## src/hw/rtl/kfh_pkg.sv

```systemverilog
package kfh_pkg;

  // Defaults for the top-level parameters.
  localparam int MAX_KMER_LEN_DEF = 8;
  localparam int COUNT_BITS_DEF   = 32;

  // Fixed field widths of the streaming interface.
  localparam int KMER_LEN_W  = 4;
  localparam int REQ_W       = 2;
  localparam int QUERY_W     = 16;
  localparam int RESULT_W    = 32;

  localparam logic [KMER_LEN_W-1:0] KMER_LEN_RESET = 4'd8;

  typedef enum logic [REQ_W-1:0] {
    REQ_BASE  = 2'd0,
    REQ_EOS   = 2'd1,
    REQ_QUERY = 2'd2,
    REQ_NONE  = 2'd3
  } req_type_t;

  // Table operation issued for one accepted item.
  typedef struct packed {
    logic inc;
    logic query;
  } tbl_op_t;

endpackage

```

## src/hw/rtl/kfh_outq.sv

```systemverilog
module kfh_outq (
  input  logic                         clk,
  input  logic                         rst_n,
  input  logic                         push,
  input  logic [kfh_pkg::RESULT_W-1:0] push_data,
  input  logic                         pop_ready,
  output logic                         out_valid,
  output logic [kfh_pkg::RESULT_W-1:0] out_data,
  output logic [1:0]                   level
);

  logic [kfh_pkg::RESULT_W-1:0] slot_r [2];
  logic                         wr_ptr_r, rd_ptr_r;
  logic [1:0]                   cnt_r;
  logic                         pop;

  assign out_valid = (cnt_r != 2'd0);
  assign out_data  = slot_r[rd_ptr_r];
  assign pop       = out_valid && pop_ready;
  assign level     = cnt_r;

  always_ff @(posedge clk) begin
    if (push) begin
      slot_r[wr_ptr_r] <= push_data;
    end
  end

  always_ff @(posedge clk) begin
    if (!rst_n) begin
      wr_ptr_r <= 1'b0;
      rd_ptr_r <= 1'b0;
      cnt_r    <= 2'd0;
    end else begin
      if (push) begin
        wr_ptr_r <= ~wr_ptr_r;
      end
      if (pop) begin
        rd_ptr_r <= ~rd_ptr_r;
      end
      cnt_r <= cnt_r + 2'(push) - 2'(pop);
    end
  end

endmodule

```

## config.mk

```make
export PLATFORM = sky130hd
export DESIGN_NAME = kfh_outq
export DESIGN_NICKNAME = d
export VERILOG_FILES = /design/src/hw/rtl/kfh_pkg.sv /design/src/hw/rtl/kfh_outq.sv
export SDC_FILE = /design/constraint.sdc
export NUM_CORES = 1
export LEC_CHECK = 0
export BUFFER_PORTS_ARGS = -buffer_cell sky130_fd_sc_hd__buf_2
export CAP_MARGIN = 25
export CORE_MARGIN = 2
export CORE_UTILIZATION = 45
export CTS_CLUSTER_DIAMETER = 200
export DETAILED_ROUTE_END_ITERATION = 6
export PLACE_DENSITY = 0.77
export SYNTH_ARGS = -nofsm -noshare
export SYNTH_HDL_FRONTEND = slang
export SYNTH_SLANG_ARGS = --single-unit
```

## constraint.sdc

```tcl
create_clock -name clk -period 2.4 [get_ports clk]
set_input_delay 0.12 -clock clk [delete_from_list [all_inputs] [get_ports clk]]
set_output_delay 0.12 -clock clk [all_outputs]
set_load 0.1 [all_outputs]
```

## Word-level counts from Yosys, hierarchy flattened

Memory sizes are Yosys's and may differ from the RTL's. A register that Yosys moved wholly into a read port is not among the register bits.
Cells that the tools add are included.

- Bits in read-only memories: 0
- Bits in registers: 4
- Logic and storage cells: 14
- Memories kept: 1
- Output and inout port bits: 35
- Latch bits: 0
- Bits of input ports: 36
- Memory bits (writable): 64

- Divide/modulo/power cells: 0
- Add/subtract/negate cells: 2
- Reduce and logical (&&, ||, !) cells: 2
- Mux-type cells: 4
- Order comparisons: 0
- Bitwise operators: 2
- Multiply operators: 0
- Equal/unequal tests: 0
- Shifts and indexed selects: 0

Memories:

| name | depth | bits a word | rd ports | clocked after memory_dff | wr ports | RTL line | source |
|---|---|---|---|---|---|---|---|
| slot_r | 2 | 32 | 1 | 1 | 1 | kfh_outq.sv:12 | `logic [kfh_pkg::RESULT_W-1:0] slot_r [2];` |

Operator list:

| operator | count |
|---|---|
| 1-bit two-way mux | 4 |
| 2-bit by 1-bit adder with 2-bit output | 1 |
| 1-bit inverter | 2 |
| 2-bit nonzero test | 1 |
| 2-bit by 1-bit subtractor with 2-bit output | 1 |
| 1-bit logical AND | 1 |

## Depth between registers and ports, before layout

- Depth in word-level cells: 4
- Gate-level depth with buffers: 6
- Gate-level depth less buffers: 6

## Least setup slack after synthesis

Ideal clock, no wire load.

- Path kind: register to register
- Start: reg wr_ptr_r
- End: mem slot_r[0][0] (netlist name), enable pin
- Clock period less this slack: 2.202 ns
- Setup time: 0.426 ns
- Data arrival time: 1.776 ns
- Buffers on the path: 0
- Stages on the path, launching flop included: 2
- Path slack: 0.198 ns
- Required time: 1.974 ns
- Cell sequence: dfxtp_1 nor2b_1

RTL lines:

| item | RTL line | source |
|---|---|---|
| start: declaration | kfh_outq.sv:13 | `logic wr_ptr_r, rd_ptr_r;` |
| start signal: assignment | kfh_outq.sv:35 | `wr_ptr_r <= ~wr_ptr_r;` |
| end: declaration | kfh_outq.sv:12 |  |

Straight into the memory's write port.

==> qor.txt <==
CTS sink cnt: 69
Post-synth EDFFs: 64
worst hold path type: in2reg
Syn Nets: 160
mean post-synth cell area: 22.2 um^2
cell row count: 28
clk_lat worst skew: 0.33 ns
Die W: 81.5 um
arrival time of the worst setup path: 1.61 ns
Hold Slack: 0.0486 ns
max-cap violation count: 0
worst-path cell chain: buf_12, mux2_2, buf_2
max_slew headroom: 67.2%
layout cells sized above 1: 51.5%
number of routed nets with antenna violations: 0
Yosys top cell by area: edfxtp_1
ant diodes: 0
most frequent cell after synthesis: edfxtp_1
dpl ws: 0.955 ns
Clock transition at path regs: 0.07 ns
CP Capture Type: output port
Max rail drop VDD: 0.717 mV
ys flop type: edfxtp_1
IO Port Bufs: 70
flop and latch count out of synthesis: 69
Max Clk Rate: 0.579 GHz
Worst path slowest cell: mux2_2
skew final: 0.00240 ns
sequential area share after synthesis: 74.8%
status: complete, no violations
vias per cell: 4.59
synthesized area: 0.00270 mm^2
Via Count: 1441
placed cell count: 266
P&R area growth vs syn: 35.2%
Buffers & Inverters on Critical Path: 2
setup violators final: 0
Post-Layout Cell Count: 314
total wire length: 4460 um
LEAKAGE: 1.48 nW
Required @ worst endpoint: 2.28 ns
Clk Tree Root Cell: clkbuf_8
async set or reset register ratio after synthesis: 0%
GRT overflow: 0
Startpoint Class: flip-flop
drc violations: 0
die area: 0.00664 mm^2
WL per Instance: 14.2 um
pin count of the biggest net entering global routing: 34
Synth Warn #: 0
RSZ-0062 raised after global routing: false
Setup Crit Path Kind: reg2out
TritonRoute pass-1 iters: 4
HPWL after detailed placement: 2790 um
CTS tree: built
Die Height: 81.5 um
initial antenna violation count: 0
setup ws final: 0.672 ns
Synth top area share: 71.1%
most frequent cells after synthesis: 64 x edfxtp_1, 30 x mux2_4, 5 x dfxtp_1
synthesized instance count: 122
Total Routing Usage GR: 14.2%
Slew @ Worst Pin: 0.496 ns
Final TNS setup: 0 ns
Crit path largest cell delay: 0.38 ns
Power Density: 1140 mW/mm^2
# Post-CTS Setup Buffers: 0
GPL Wtd Cong: 0.677
CP Max Fanout: 32
Num CTS Buffers: 9
vias in the first global route: 1475
number of distinct library cells after synthesis: 16
final hold viol count: 0
total chip power: 4.17 mW
Slew Limit Fails: 0
fin crit share: 72.0%
Crit path max-delay family: buffers and inverters
first-pass GRT wire length: 6670 um
starting density of the core: 46.2%
nets: 272
Tmin final: 1.73 ns
1st-iter DRT viols: 99
top post-synthesis cells by area: edfxtp_1 71%, mux2_4 17%, dfxtp_1 3.7%, buf_12 2.2%, ha_1 0.93%
num ports: 71
H-tree levels: 3
Core Area: 0.00585 mm^2
Longest Clk Path Bufs: 2
[placed cells by master (no fill, tap or decap), types with 4 or more instances in the layout]
cell / instances
clkbuf_8: 9
dfxtp_1: 4
edfxtp_1: 64
dlygate4sd3_1: 32
buf_2: 70
mux2_4: 30
[repair_timing]
item                                   4_1_cts  5_1_grt
endpoints found under the hold margin       64        0
resized for setup                            0        0
hold buffers                                32        0
[worst paths after layout]
| path | start | end | slack (ns) | cells past startpoint |
|---|---|---|---|---|
| setup / recovery | flip-flop | out_data[0] | 0.67 | 3 |
| hold / removal | rst_n | wr_ptr_r | 0.05 | 2 |
| setup reg to reg | level[1] | level[1] | 0.96 | 6 |
| hold reg to reg | rd_ptr_r | rd_ptr_r | 0.49 | 2 |
[power breakdown]
| part | switching (mW) | internal [mW] |
|---|---|---|
| clock | 0.408 | 0.579 |
| sequential | 0.0376 | 1.41 |
| combinational | 1.30 | 0.440 |
[sequential cells by signal (all words and copies together) (netlist names), named ones only]
register,cells
slot_r,64
level,2
rd_ptr_r,1
wr_ptr_r,1
[final cells by class]
type	count	area, um^2
sequential	69	2020
fill	421	2200
tap	75	93.8
inverter	2	7.51
clock buffer	9	124
multi-input combinational	47	611
clock inverter	7	90.1
timing repair buffer	105	706
[logic make-up after synthesis]
family,Yosys count,share of synthesized area (%)
compound gates,2,0.555
xor+xnor,1,0.833
fa+ha+maj,2,0.925
buf+inv,6,2.92
flops,69,74.8
mux,34,18.2
simple gates,8,1.76
[stage by stage]
step,util (%),area [um^2]
2_1_floorplan,-,2700
4_1_cts,62.5,3650
3_5_place_dp,53.3,3120
5_1_grt,62.5,3650
3_3_place_gp,53.3,3120
6_report,62.5,3650
[layer usage]
| metal | share of wire [%] | vias to the layer above | global-route usage [%] | wire length [um] |
|---|---|---|---|---|
| li1 | - | 695 | - | - |
| met1 | 37 | 689 | 14.6 | 1660 |
| met2 | 55 | 44 | 24.8 | 2460 |
| met3 | 4.8 | 13 | 3.41 | 216 |
| met4 | 2.7 | 0 | 11.0 | 121 |
| met5 | 0 | - | 0 | 0 |
Power figures use the tool's default switching activity.
