--- src/hw/rtl/kfh_pkg.sv ---
package kfh_pkg;

  // Defaults for the top-level parameters.
  localparam int MAX_KMER_LEN_DEF = 8;
  localparam int COUNT_BITS_DEF   = 32;

  // Fixed field widths of the streaming interface.
  localparam int KMER_LEN_W  = 4;
  localparam int REQ_W       = 2;
  localparam int QUERY_W     = 16;
  localparam int RESULT_W    = 32;

  localparam logic [KMER_LEN_W-1:0] KMER_LEN_RESET = 4'd8;

  typedef enum logic [REQ_W-1:0] {
    REQ_BASE  = 2'd0,
    REQ_EOS   = 2'd1,
    REQ_QUERY = 2'd2,
    REQ_NONE  = 2'd3
  } req_type_t;

  // Table operation issued for one accepted item.
  typedef struct packed {
    logic inc;
    logic query;
  } tbl_op_t;

endpackage

--- src/hw/rtl/kfh_window.sv ---
module kfh_window #(
  parameter int MAX_KMER_LEN = kfh_pkg::MAX_KMER_LEN_DEF
) (
  input  logic                              clk,
  input  logic                              rst_n,
  input  logic                              accept,
  input  logic [kfh_pkg::REQ_W-1:0]         req_type,
  input  logic [1:0]                        base_code,
  input  logic                              base_invalid,
  input  logic [kfh_pkg::QUERY_W-1:0]       query_kmer,
  input  logic [kfh_pkg::KMER_LEN_W-1:0]    kmer_len,
  output kfh_pkg::tbl_op_t                  op,
  output logic [2*MAX_KMER_LEN-1:0]         idx
);

  localparam int KMER_W = 2 * MAX_KMER_LEN;
  localparam int LEN_W  = $clog2(MAX_KMER_LEN + 1);

  logic [KMER_W-1:0]  window_r, window_nxt;
  logic [LEN_W-1:0]   run_r, run_nxt;
  logic [LEN_W-1:0]   eff_len;
  logic [KMER_W-1:0]  mask;
  logic [KMER_W+1:0]  shifted;
  logic [KMER_W+15:0] query_ext;
  logic [LEN_W-1:0]   run_inc;

  // Clamp the configured length into 1..MAX_KMER_LEN.
  always_comb begin
    if (kmer_len == '0) begin
      eff_len = LEN_W'(1);
    end else if (int'(kmer_len) > MAX_KMER_LEN) begin
      eff_len = LEN_W'(MAX_KMER_LEN);
    end else begin
      eff_len = LEN_W'(kmer_len);
    end
  end

  always_comb begin
    for (int i = 0; i < KMER_W; i++) begin
      mask[i] = (i < 2 * int'(eff_len));
    end
  end

  assign shifted   = {window_r, base_code};
  assign query_ext = {{KMER_W{1'b0}}, query_kmer};
  assign run_inc   = (run_r < LEN_W'(MAX_KMER_LEN)) ? run_r + LEN_W'(1) : run_r;

  always_comb begin
    window_nxt = window_r;
    run_nxt    = run_r;
    op         = '0;
    idx        = query_ext[KMER_W-1:0] & mask;
    if (accept) begin
      case (kfh_pkg::req_type_t'(req_type))
        kfh_pkg::REQ_BASE: begin
          window_nxt = shifted[KMER_W-1:0];
          idx        = shifted[KMER_W-1:0] & mask;
          if (base_invalid) begin
            run_nxt = '0;
          end else begin
            run_nxt = run_inc;
            op.inc  = (run_inc >= eff_len);
          end
        end
        kfh_pkg::REQ_EOS: begin
          window_nxt = '0;
          run_nxt    = '0;
        end
        kfh_pkg::REQ_QUERY: begin
          op.query = 1'b1;
        end
        default: begin
        end
      endcase
    end
  end

  always_ff @(posedge clk) begin
    if (!rst_n) begin
      window_r <= '0;
      run_r    <= '0;
    end else begin
      window_r <= window_nxt;
      run_r    <= run_nxt;
    end
  end

endmodule

--- config.mk ---
export PLATFORM = sky130hd
export DESIGN_NAME = kfh_window
export DESIGN_NICKNAME = d
export VERILOG_FILES = /design/src/hw/rtl/kfh_pkg.sv /design/src/hw/rtl/kfh_window.sv
export SDC_FILE = /design/constraint.sdc
export NUM_CORES = 1
export LEC_CHECK = 0
export BUFFER_PORTS_ARGS = -buffer_cell sky130_fd_sc_hd__buf_2
export CELL_PAD_IN_SITES_DETAIL_PLACEMENT = 1
export CELL_PAD_IN_SITES_GLOBAL_PLACEMENT = 1
export CORE_MARGIN = 3
export CORE_UTILIZATION = 36
export CTS_BUF_LIST = sky130_fd_sc_hd__clkbuf_4
export CTS_CLUSTER_DIAMETER = 150
export CTS_CLUSTER_SIZE = 20
export DETAILED_ROUTE_END_ITERATION = 12
export PLACE_DENSITY_LB_ADDON = 0.1
export SLEW_MARGIN = 20
export SYNTH_ARGS = -nofsm -noshare
export SYNTH_HDL_FRONTEND = slang
export SYNTH_SLANG_ARGS = --single-unit
--- constraint.sdc ---
create_clock -name clk -period 4.55 [get_ports clk]
set_input_delay 0.2275 -clock clk [delete_from_list [all_inputs] [get_ports clk]]
set_output_delay 0.2275 -clock clk [all_outputs]
set_load 0.05 [all_outputs]
* Yosys cells after proc, flatten, opt, wreduce, memory -nomap -nowiden
Index checks and enable logic that the tools add are counted.
** Operators by class
- $add $sub $neg :: 1
- Multipliers :: 0
- Divide/modulo/power cells :: 0
- $lt $le $gt $ge :: 19
- Equal/unequal tests :: 2
- Shift-type cells :: 0
- Multiplexer cells :: 12
- Bitwise logic cells :: 2
- Reduce and logical (&&, ||, !) cells :: 4
** Operators with widths (number)
- 4-bit by 5-bit less-than comparator with 1-bit output (first input constant) :: 8
- 16-bit bitwise AND :: 2
- 16-bit two-way mux :: 2
- 14-bit case mux with 2 select lines :: 1
- 3-bit by 5-bit less-than comparator with 1-bit output (first input constant) :: 4
- 4-bit two-way mux :: 4
- 1-bit by 5-bit less-than comparator with 1-bit output (first input constant) :: 2
- 2-bit by 5-bit less-than comparator with 1-bit output (first input constant) :: 2
- 4-bit case mux with 2 select lines :: 1
- 4-bit by 1-bit adder with 4-bit output (second input constant) :: 1
- 4-bit greater-or-equal comparator :: 1
- 4-bit > comparator (second input constant) :: 1
- 4-bit logical NOT :: 1
- 4-bit less-than comparator (second input constant) :: 1
- 1-bit two-way mux :: 3
- 2-bit by 1-bit equality test with 1-bit output (second input constant) :: 1
- 2-bit equality test (second input constant) :: 1
- 2-bit logical NOT :: 1
- 2-bit two-way mux :: 1
- 2-bit AND reduction :: 1
- 2-bit nonzero test :: 1
** Storage, ports and cells
- Flip-flop bits (word level) :: 18
- Latch bits :: 0
- RAM bits :: 0
- Memory bits (read-only) :: 0
- Input port bits :: 28
- Word-level logic and storage cells :: 42
- Memories kept :: 0

* Longest topological paths before layout
Gate-level depths: netlist of the first run.
- Depth after elaboration :: 7
- Gate-level depth with buffers :: 8
- Mapped depth without buffers :: 7

* Worst setup path after synthesis of the first run
Ideal clock, no wire load.
- Path kind :: reg2out
- Start point :: reg run_r[0]
- End point :: out op[1] (netlist name)
- Arrival time :: 2.109 ns
- Slack :: 2.214 ns
- Cell stages (with the launch flop) :: 7
- Cell sequence :: dfxtp_1 -> ha_1 -> mux2_2 -> ha_1 -> o21ai_0 -> a21o_1 -> a21oi_1
** RTL lines
- start, declared :: RTL line kfh_window.sv:20 : logic [LEN_W-1:0] run_r, run_nxt;
- start signal, assigned :: RTL line kfh_window.sv:84 : run_r <= run_nxt;
- end, declared :: RTL line kfh_window.sv:12 : output kfh_pkg::tbl_op_t op,

==> qor.csv, run 1 <==
stage;metric;value;unit
die;rows;19;
synth;syn_area;1090;sq um
global_routing;grt_most_used_layer;met2;
clock_tree;clock-root-buffer;clkbuf_4;
global_routing;grt_util_met1;0.206;
route;wire_per_inst;13.7;um
power_and_ir_drop;ir_drop;131;uV
min_path;hp-class;in2reg;
placement;port_buffers;45;
synth;synth-seq-cells;18;
global_routing;met3_usage;0.0252;
cells_and_area;fin_nets;222;
synth;synthesis.nets;181;
synth;yosysWarnings;0;
cells_and_area;post_route_cells_drive_above_1_share;0.282;
placement;gp_congestion;0.801;
synth;ys_seq_area_frac;0.329;
setup_path;cp.arrival;2.14;ns
setup_path;crit_chain;ha_1 > mux2_2 > ha_1 > o21ai_0 > a21o_1 > a21oi_1 > buf_2;
timing;finalCritPeriodShare;0.520;
die;die_area;3740;sq um
clock_tree;hold_buffers;0;
setup_path;start_kind;flip-flop;
timing;setup_viol;0;
global_routing;grt_max_degree;20;
setup_path;slowest_stage;dfxtp_1;
route;drt_pass1_iterations;3;
synth;yosys-top-cells-area;dfxtp_1 (33%), nand2_1 (17%), a21oi_1 (7.8%), a21boi_0 (7.5%), ha_1 (5.7%);
route;via_per_inst;5.07;
timing;worst_slew_pin_slew;0.729;ns
placement;place_inst;215;
cells_and_area;multiInputGateArea;677;sq um
clock_tree;cts-htree-levels;1;
cells_and_area;area_growth_syn_to_layout;21.6;%
synth;netlist.area_leader.share;0.329;
timing;rsz0062_at_grt;false;
global_routing;antenna_found_initial;0;
setup_path;critical_path_required;4.32;ns
route;drc_errors;0;
clock_tree;cts_max_path_buffers;2;
synth;yosysUniqueCellTypes;31;
cells_and_area;stdcell_count;219;
synth;synth.avg_cell_area;7.40;sq um
clock_tree;clock_latency;0.29;ns
setup_path;crit_fanout;5;
timing;setup-tns-final;0;ns
setup_path;max_stage_delay;0.42;ns
placement;hpwl;2.35;mm
die;coreArea;2830;sq um
cells_and_area;diodes;0;
timing;max_freq;0.423;GHz
clock_tree;cts_tree;built;
setup_path;critPathKind;reg2out;
power_and_ir_drop;leakagePower;0.632;nW
synth;synth_area_leader_cell;dfxtp_1;
route;drtIter0Drc;30;
global_routing;grt_pass1_wl;4.89;mm
clock_tree;postCtsSetupRepairBufs;0;
timing;max_slew_margin;0.514;
cells_and_area;nFillCells;389;
clock_tree;clock_sinks;18;
clock_tree;cts_resized;0;
die;io_pins;46;
cells_and_area;final_common_cell;nand2_1;
setup_path;timing.critical_path.mode_cell;ha_1;
cells_and_area;seq_area;360;sq um
global_routing;grt_usage;0.175;
route;drtAntennaViolNets;0;
flow_run;max-cap-violations;0;
clock_tree;cts_made_buffers;3;
synth;netlist_instances;148;
timing;clock_skew;0.00665;ns
cells_and_area;final_cell_mix;nand2_1 (51), buf_2 (45), dfxtp_1 (18);
global_routing;grt-ovfl-total;0;
clock_tree;clk_pin_slew;0.11;ns
setup_path;cp-end-kind;output port;
status;status;completed;
global_routing;grtUsageMet2;0.325;
route;vias;1111;
power_and_ir_drop;powerDensity;253;nW/um^2
global_routing;grt_pass1_vias;1122;
die;die_y;61.1;um
timing;timing.final.crit_period;2.36;ns
die;die_x;61.1;um
die;start_util;0.387;
timing;slew_viol_final;0;
timing;finalHoldViolations;0;
route;drt_wl_total;3.00;mm
timing;whs;0.196;ns
==> area by class of cell <==
type | instances | area share
clock buffers | 3 | 0.0169
multi-input cells | 120 | 0.508
clock inverters | 1 | 0.00282
well taps | 31 | 0.0291
inverters | 1 | 0.00282
flip-flops and latches | 18 | 0.271
repair buffers | 45 | 0.169
==> stage by stage <==
stage / utilization / cell area [sq um] / power [W] / setup WS (ns)
after floorplan: - / 1090 / 0.000230 / 2.21
after CTS: 0.471 / 1330 / 0.000345 / 2.16
after global placement: 0.461 / 1310 / 0.000257 / 2.58
after global routing: 0.471 / 1330 / 0.000362 / 2.04
final: 0.471 / 1330 / 0.000337 / 2.19
after detailed placement: 0.461 / 1310 / 0.000260 / 2.51
==> worst paths after layout <==
path                              startpoint          end  slack (ns)  cells past startpoint
worst max register to register      run_r[0]     run_r[1]        3.26                      4
worst max-delay path                run_r[0]        op[1]        2.19                      7
worst min register to register   window_r[3]  window_r[3]        0.46                      2
worst min-delay path            base_code[0]  window_r[0]        0.20                      3
==> cells in the mapped netlist <==
| cell | instances |
|---|---|
| a21o_1 | 1 |
| buf_4 | 3 |
| nor3b_4 | 1 |
| a21oi_1 | 17 |
| nor3b_1 | 1 |
| a31o_2 | 2 |
| nor2b_1 | 1 |
| a21boi_1 | 4 |
| o21ai_0 | 3 |
| and3b_1 | 2 |
| and3_1 | 1 |
| a211oi_1 | 1 |
| buf_2 | 1 |
| xor2_1 | 1 |
| ha_1 | 5 |
| mux2_2 | 1 |
| nand2_1 | 51 |
| nor2_1 | 8 |
| nand2b_1 | 2 |
| o21a_1 | 1 |
| nor4b_2 | 1 |
| buf_6 | 1 |
| a31oi_1 | 1 |
| a22oi_1 | 1 |
| dfxtp_1 | 18 |
| clkbuf_1 | 4 |
| or3b_1 | 1 |
| nor3_1 | 1 |
| a21boi_0 | 11 |
| xnor2_1 | 1 |
| inv_1 | 1 |
==> power breakdown <==
part | internal, W | switching [W]
Combinational | 0.0000278 | 0.0000682
Sequential | 0.000158 | 0.000000690
Clock | 0.0000319 | 0.0000501
==> sequential cells by signal (all words and copies together) (netlist names) <==
| register | count |
|---|---|
| run_r | 4 |
| window_r | 14 |
==> critical path, delay by kind of cell, from the launching register on <==
| kind | cells | cell delay (ns) |
|---|---|---|
| AOI/OAI and AO/OA | 3 | 0.35 |
| adders and majority gates | 2 | 0.53 |
| buffers and inverters | 1 | 0.27 |
| DFF | 1 | 0.42 |
| muxes | 1 | 0.27 |
==> layer usage <==
layer  share of wire  vias to the layer above
li1                -                      584
met1            0.45                      508
met2            0.51                       17
met3           0.032                        2
met4          0.0047                        0
met5               0                        -
==> cells by family (layout without fill, tap and decap cells) <==
kind of cell    after synthesis  count (layout)  share of synthesized area
compound gates               42              42                      0.243
xor+xnor                      2               2                     0.0160
fa+ha+maj                     5               5                     0.0571
buf+inv                      10              50                     0.0526
flops                        18              18                      0.329
mux                           1               1                     0.0103
simple gates                 70              70                      0.291
No activity file was read; power rests on OpenSTA's default activity.
==> run 2: changes to the inputs <==
--- a/config.mk
+++ b/config.mk
@@ -5,11 +5,12 @@
 export SDC_FILE = /design/constraint.sdc
 export NUM_CORES = 1
 export LEC_CHECK = 0
+export ABC_AREA = 1
 export BUFFER_PORTS_ARGS = -buffer_cell sky130_fd_sc_hd__buf_2
 export CELL_PAD_IN_SITES_DETAIL_PLACEMENT = 1
 export CELL_PAD_IN_SITES_GLOBAL_PLACEMENT = 1
 export CORE_MARGIN = 3
-export CORE_UTILIZATION = 36
+export CORE_UTILIZATION = 29
 export CTS_BUF_LIST = sky130_fd_sc_hd__clkbuf_4
 export CTS_CLUSTER_DIAMETER = 150
 export CTS_CLUSTER_SIZE = 20
==> constraint.sdc (replaced) <==
create_clock -name clk -period 2.06 [get_ports clk]
set_input_delay 0.103 -clock clk [delete_from_list [all_inputs] [get_ports clk]]
set_output_delay 0.103 -clock clk [all_outputs]
set_load 0.05 [all_outputs]
==> qor.csv, run 2 <==
stage;metric;value;unit
power_and_ir_drop;power.share.clock;0.241;
clock_tree;clock_sinks;18;
status;status;completed;
setup_path;timing.critical_path.mode_cell;nand2_1;
power_and_ir_drop;powerDensity;540;nW/um^2
min_path;hp-class;in2reg;
setup_path;rr_startpoint;run_r[0];
route;wire_per_inst;12.1;um
synth;synth.most_common_cell;nand2_1;
global_routing;grt_pass1_wl;5.02;mm
die;die_y;66.3;um
timing;worst_slew_pin_slew;0.479;ns
synth;synth.avg_cell_area;6.27;sq um
clock_tree;cts_tree;built;
setup_path;start_kind;flip-flop;
synth;netlist_instances;168;
die;coreArea;3420;sq um
setup_path;rrSetupSlack;1.00;ns
cells_and_area;seq_area;367;sq um
synth;yosys-top-cells-area;dfxtp_1 (34%), nand2_1 (25%), a21oi_1 (15%), ha_1 (5.9%), inv_1 (4.6%);
setup_path;crit_fanout;5;
global_routing;met3_usage;0.0153;
synth;synth_edf_count;0;
flow_run;max-cap-violations;0;
global_routing;grt_usage;0.146;
route;drt_pass1_iterations;4;
power_and_ir_drop;p_sw;0.000271;W
route;drtIter0Drc;22;
setup_path;critPathKind;reg2out;
global_routing;grt_util_met1;0.183;
clock_tree;cts_max_path_buffers;2;
timing;slew_viol_final;0;
timing;max_slew_margin;0.679;
die;rows;21;
global_routing;antenna_found_initial;0;
synth;yosysWarnings;0;
power_and_ir_drop;swShare;0.360;
cells_and_area;post_route_cells_drive_above_1_share;0.299;
cells_and_area;area_growth_syn_to_layout;32.2;%
clock_tree;hold_buffers;0;
setup_path;cp.arrival;1.83;ns
setup_path;crit_family;adder cells;
synth;synthArstFlopShare;0;
timing;finalHoldViolations;0;
cells_and_area;largest_reg_flops;14;
setup_path;crit_chain;ha_4 > nand2_2 > nand2_2 > ha_4 > nand2_1 > nand2_1 > nand2_1 > nand3_1 > nand2_1 > inv_1 > buf_6;
power_and_ir_drop;p_int;0.000481;W
timing;max_freq;0.516;GHz
route;drc_errors;0;
cells_and_area;diodes;0;
power_and_ir_drop;leakagePower;0.690;nW
placement;port_buffers;45;
global_routing;grt-ovfl-total;0;
route;drt_wl_total;3.15;mm
cells_and_area;multiInputGateArea;647;sq um
synth;syn_area;1050;sq um
route;via_per_inst;4.70;
global_routing;grt_most_used_layer;met2;
clock_tree;clock-root-buffer;clkbuf_4;
placement;hpwl;2.43;mm
setup_path;cp-end-kind;output port;
synth;synthesis.nets;201;
synth;ys_seq_area_frac;0.342;
power_and_ir_drop;p_comb_frac;0.293;
global_routing;grt_max_degree;19;
min_path;min_from;rst_n;
global_routing;grt_pass1_vias;1172;
global_routing;grtUsageMet2;0.258;
clock_tree;postCtsSetupRepairBufs;0;
power_and_ir_drop;ir_drop;189;uV
die;io_pins;46;
die;die_area;4390;sq um
setup_path;max_stage_delay;0.38;ns
cells_and_area;utilization;0.408;
setup_path;slowest_stage;dfxtp_4;
clock_tree;cts_made_buffers;3;
timing;whs;0.0371;ns
clock_tree;clock_latency;0.29;ns
timing;finalCritPeriodShare;0.940;
cells_and_area;final_cell_mix;nand2_1 (68), buf_2 (44), a21oi_1 (31);
cells_and_area;nFillCells;491;
die;die_x;66.3;um
cells_and_area;top_regs;window_r x14, run_r x4;
timing;setup_viol;0;
setup_path;r2r_end;run_r[1];
synth;yosysUniqueCellTypes;16;
synth;synth-seq-cells;18;
timing;timing.final.crit_period;1.94;ns
cells_and_area;final_common_cell;nand2_1;
min_path;hold_depth;3;
route;vias;1223;
cells_and_area;fin_nets;248;
setup_path;worst-path-buf-inv;2;
synth;synth_area_leader_cell;dfxtp_1;
clock_tree;clk_pin_slew;0.11;ns
power_and_ir_drop;power_frac_seq;0.467;
synth;ys.flop_type;dfxtp_1;
min_path;hold_end;run_r[3];
timing;clock_skew;0.00187;ns
synth;synth_common_cells;nand2_1 (71), a21oi_1 (31), dfxtp_1 (18);
placement;gp_congestion;0.750;
synth;netlist.area_leader.share;0.342;
setup_path;critical_path_required;1.96;ns
cells_and_area;top_register;window_r;
die;start_util;0.308;
route;drtAntennaViolNets;0;
setup_path;r2r_cells;5;
clock_tree;cts-htree-levels;1;
[run 2: changes by cell type after synthesis, moves of 3 or more]
cell      change
a21boi_0     -11
a21boi_1      -4
a21oi_1      +14
buf_4         -3
clkbuf_1      -3
inv_1        +12
nand2_1      +20
nand2_2       +3
nand3_1       +5
[run 2: logic make-up (layout without fill, tap and decap cells)]
group / after synthesis / in the layout / synth area share
and+or+nand+nor: 91 / 91 / 0.355
DFF: 18 / 18 / 0.342
buffers and inverters: 19 / 65 / 0.0772
AOI/OAI and AO/OA: 35 / 35 / 0.166
adders and majority gates: 5 / 5 / 0.0594
[run 2: layout make-up]
class | instances | share of cell area
Multi-Input combinational cell | 131 | 0.465
Sequential cell | 18 | 0.263
Timing Repair Buffer | 46 | 0.172
Tap cell | 46 | 0.0413
Inverter | 15 | 0.0404
Clock buffer | 3 | 0.0162
Clock inverter | 1 | 0.00270
[run 2: how the worst max path moves through the flow]
stage          startpoint     to  slack, ns  cells past startpoint
2_1_floorplan    run_r[0]  op[1]       0.42                     10
3_3_place_gp     run_r[0]  op[1]       0.39                     11
3_5_place_dp     run_r[0]  op[1]       0.31                     11
4_1_cts          run_r[0]  op[1]      0.007                     11
5_1_grt          run_r[0]  op[1]      -0.02                     12
6_report         run_r[0]  op[1]       0.12                     11
[run 2: metal layers]
| metal | up-vias | wire [um] |
|---|---|---|
| met3 | 4 | 173 |
| li1 | 628 | - |
| met5 | - | 0 |
| met2 | 36 | 1490 |
| met1 | 555 | 1450 |
| met4 | 0 | 38 |
[run 2: repair_timing]
item                       CTS  global route
gates cloned                 0             0
setup endpoints to repair    1             1
resized for setup            1            12
pin swaps                    0             4
[run 2: worst reg2reg max path, delay by kind of cell (launching register included)]
| kind | cells | cell delay [ns] |
|---|---|---|
| fa+ha+maj | 1 | 0.26 |
| flops | 1 | 0.38 |
| compound gates | 1 | 0.13 |
| simple gates | 3 | 0.20 |
[run 2: metrics by stage]
step | cell area [sq um] | worst slack [ns] | cells | setup TNS (ns) | power (W)
3_3_place_gp | 1320 | 0.388 | 256 | 0 | 0.000573
3_5_place_dp | 1320 | 0.310 | 256 | 0 | 0.000578
4_1_cts | 1350 | 0.00727 | 260 | 0 | 0.000763
6_report | 1390 | 0.123 | 260 | 0 | 0.000752
5_1_grt | 1390 | -0.0191 | 260 | -0.0191 | 0.000798
2_1_floorplan | 1050 | 0.417 | 168 | 0 | 0.000510
[run 2: power groups by stage]
stage                     registers [W]  clock network, W  logic (W)
final                          0.000351          0.000181   0.000220
after CTS                      0.000351          0.000191   0.000220
after global placement         0.000359                 0   0.000214
after floorplan                0.000359                 0   0.000151
after global routing           0.000351          0.000205   0.000242
after detailed placement       0.000359                 0   0.000219
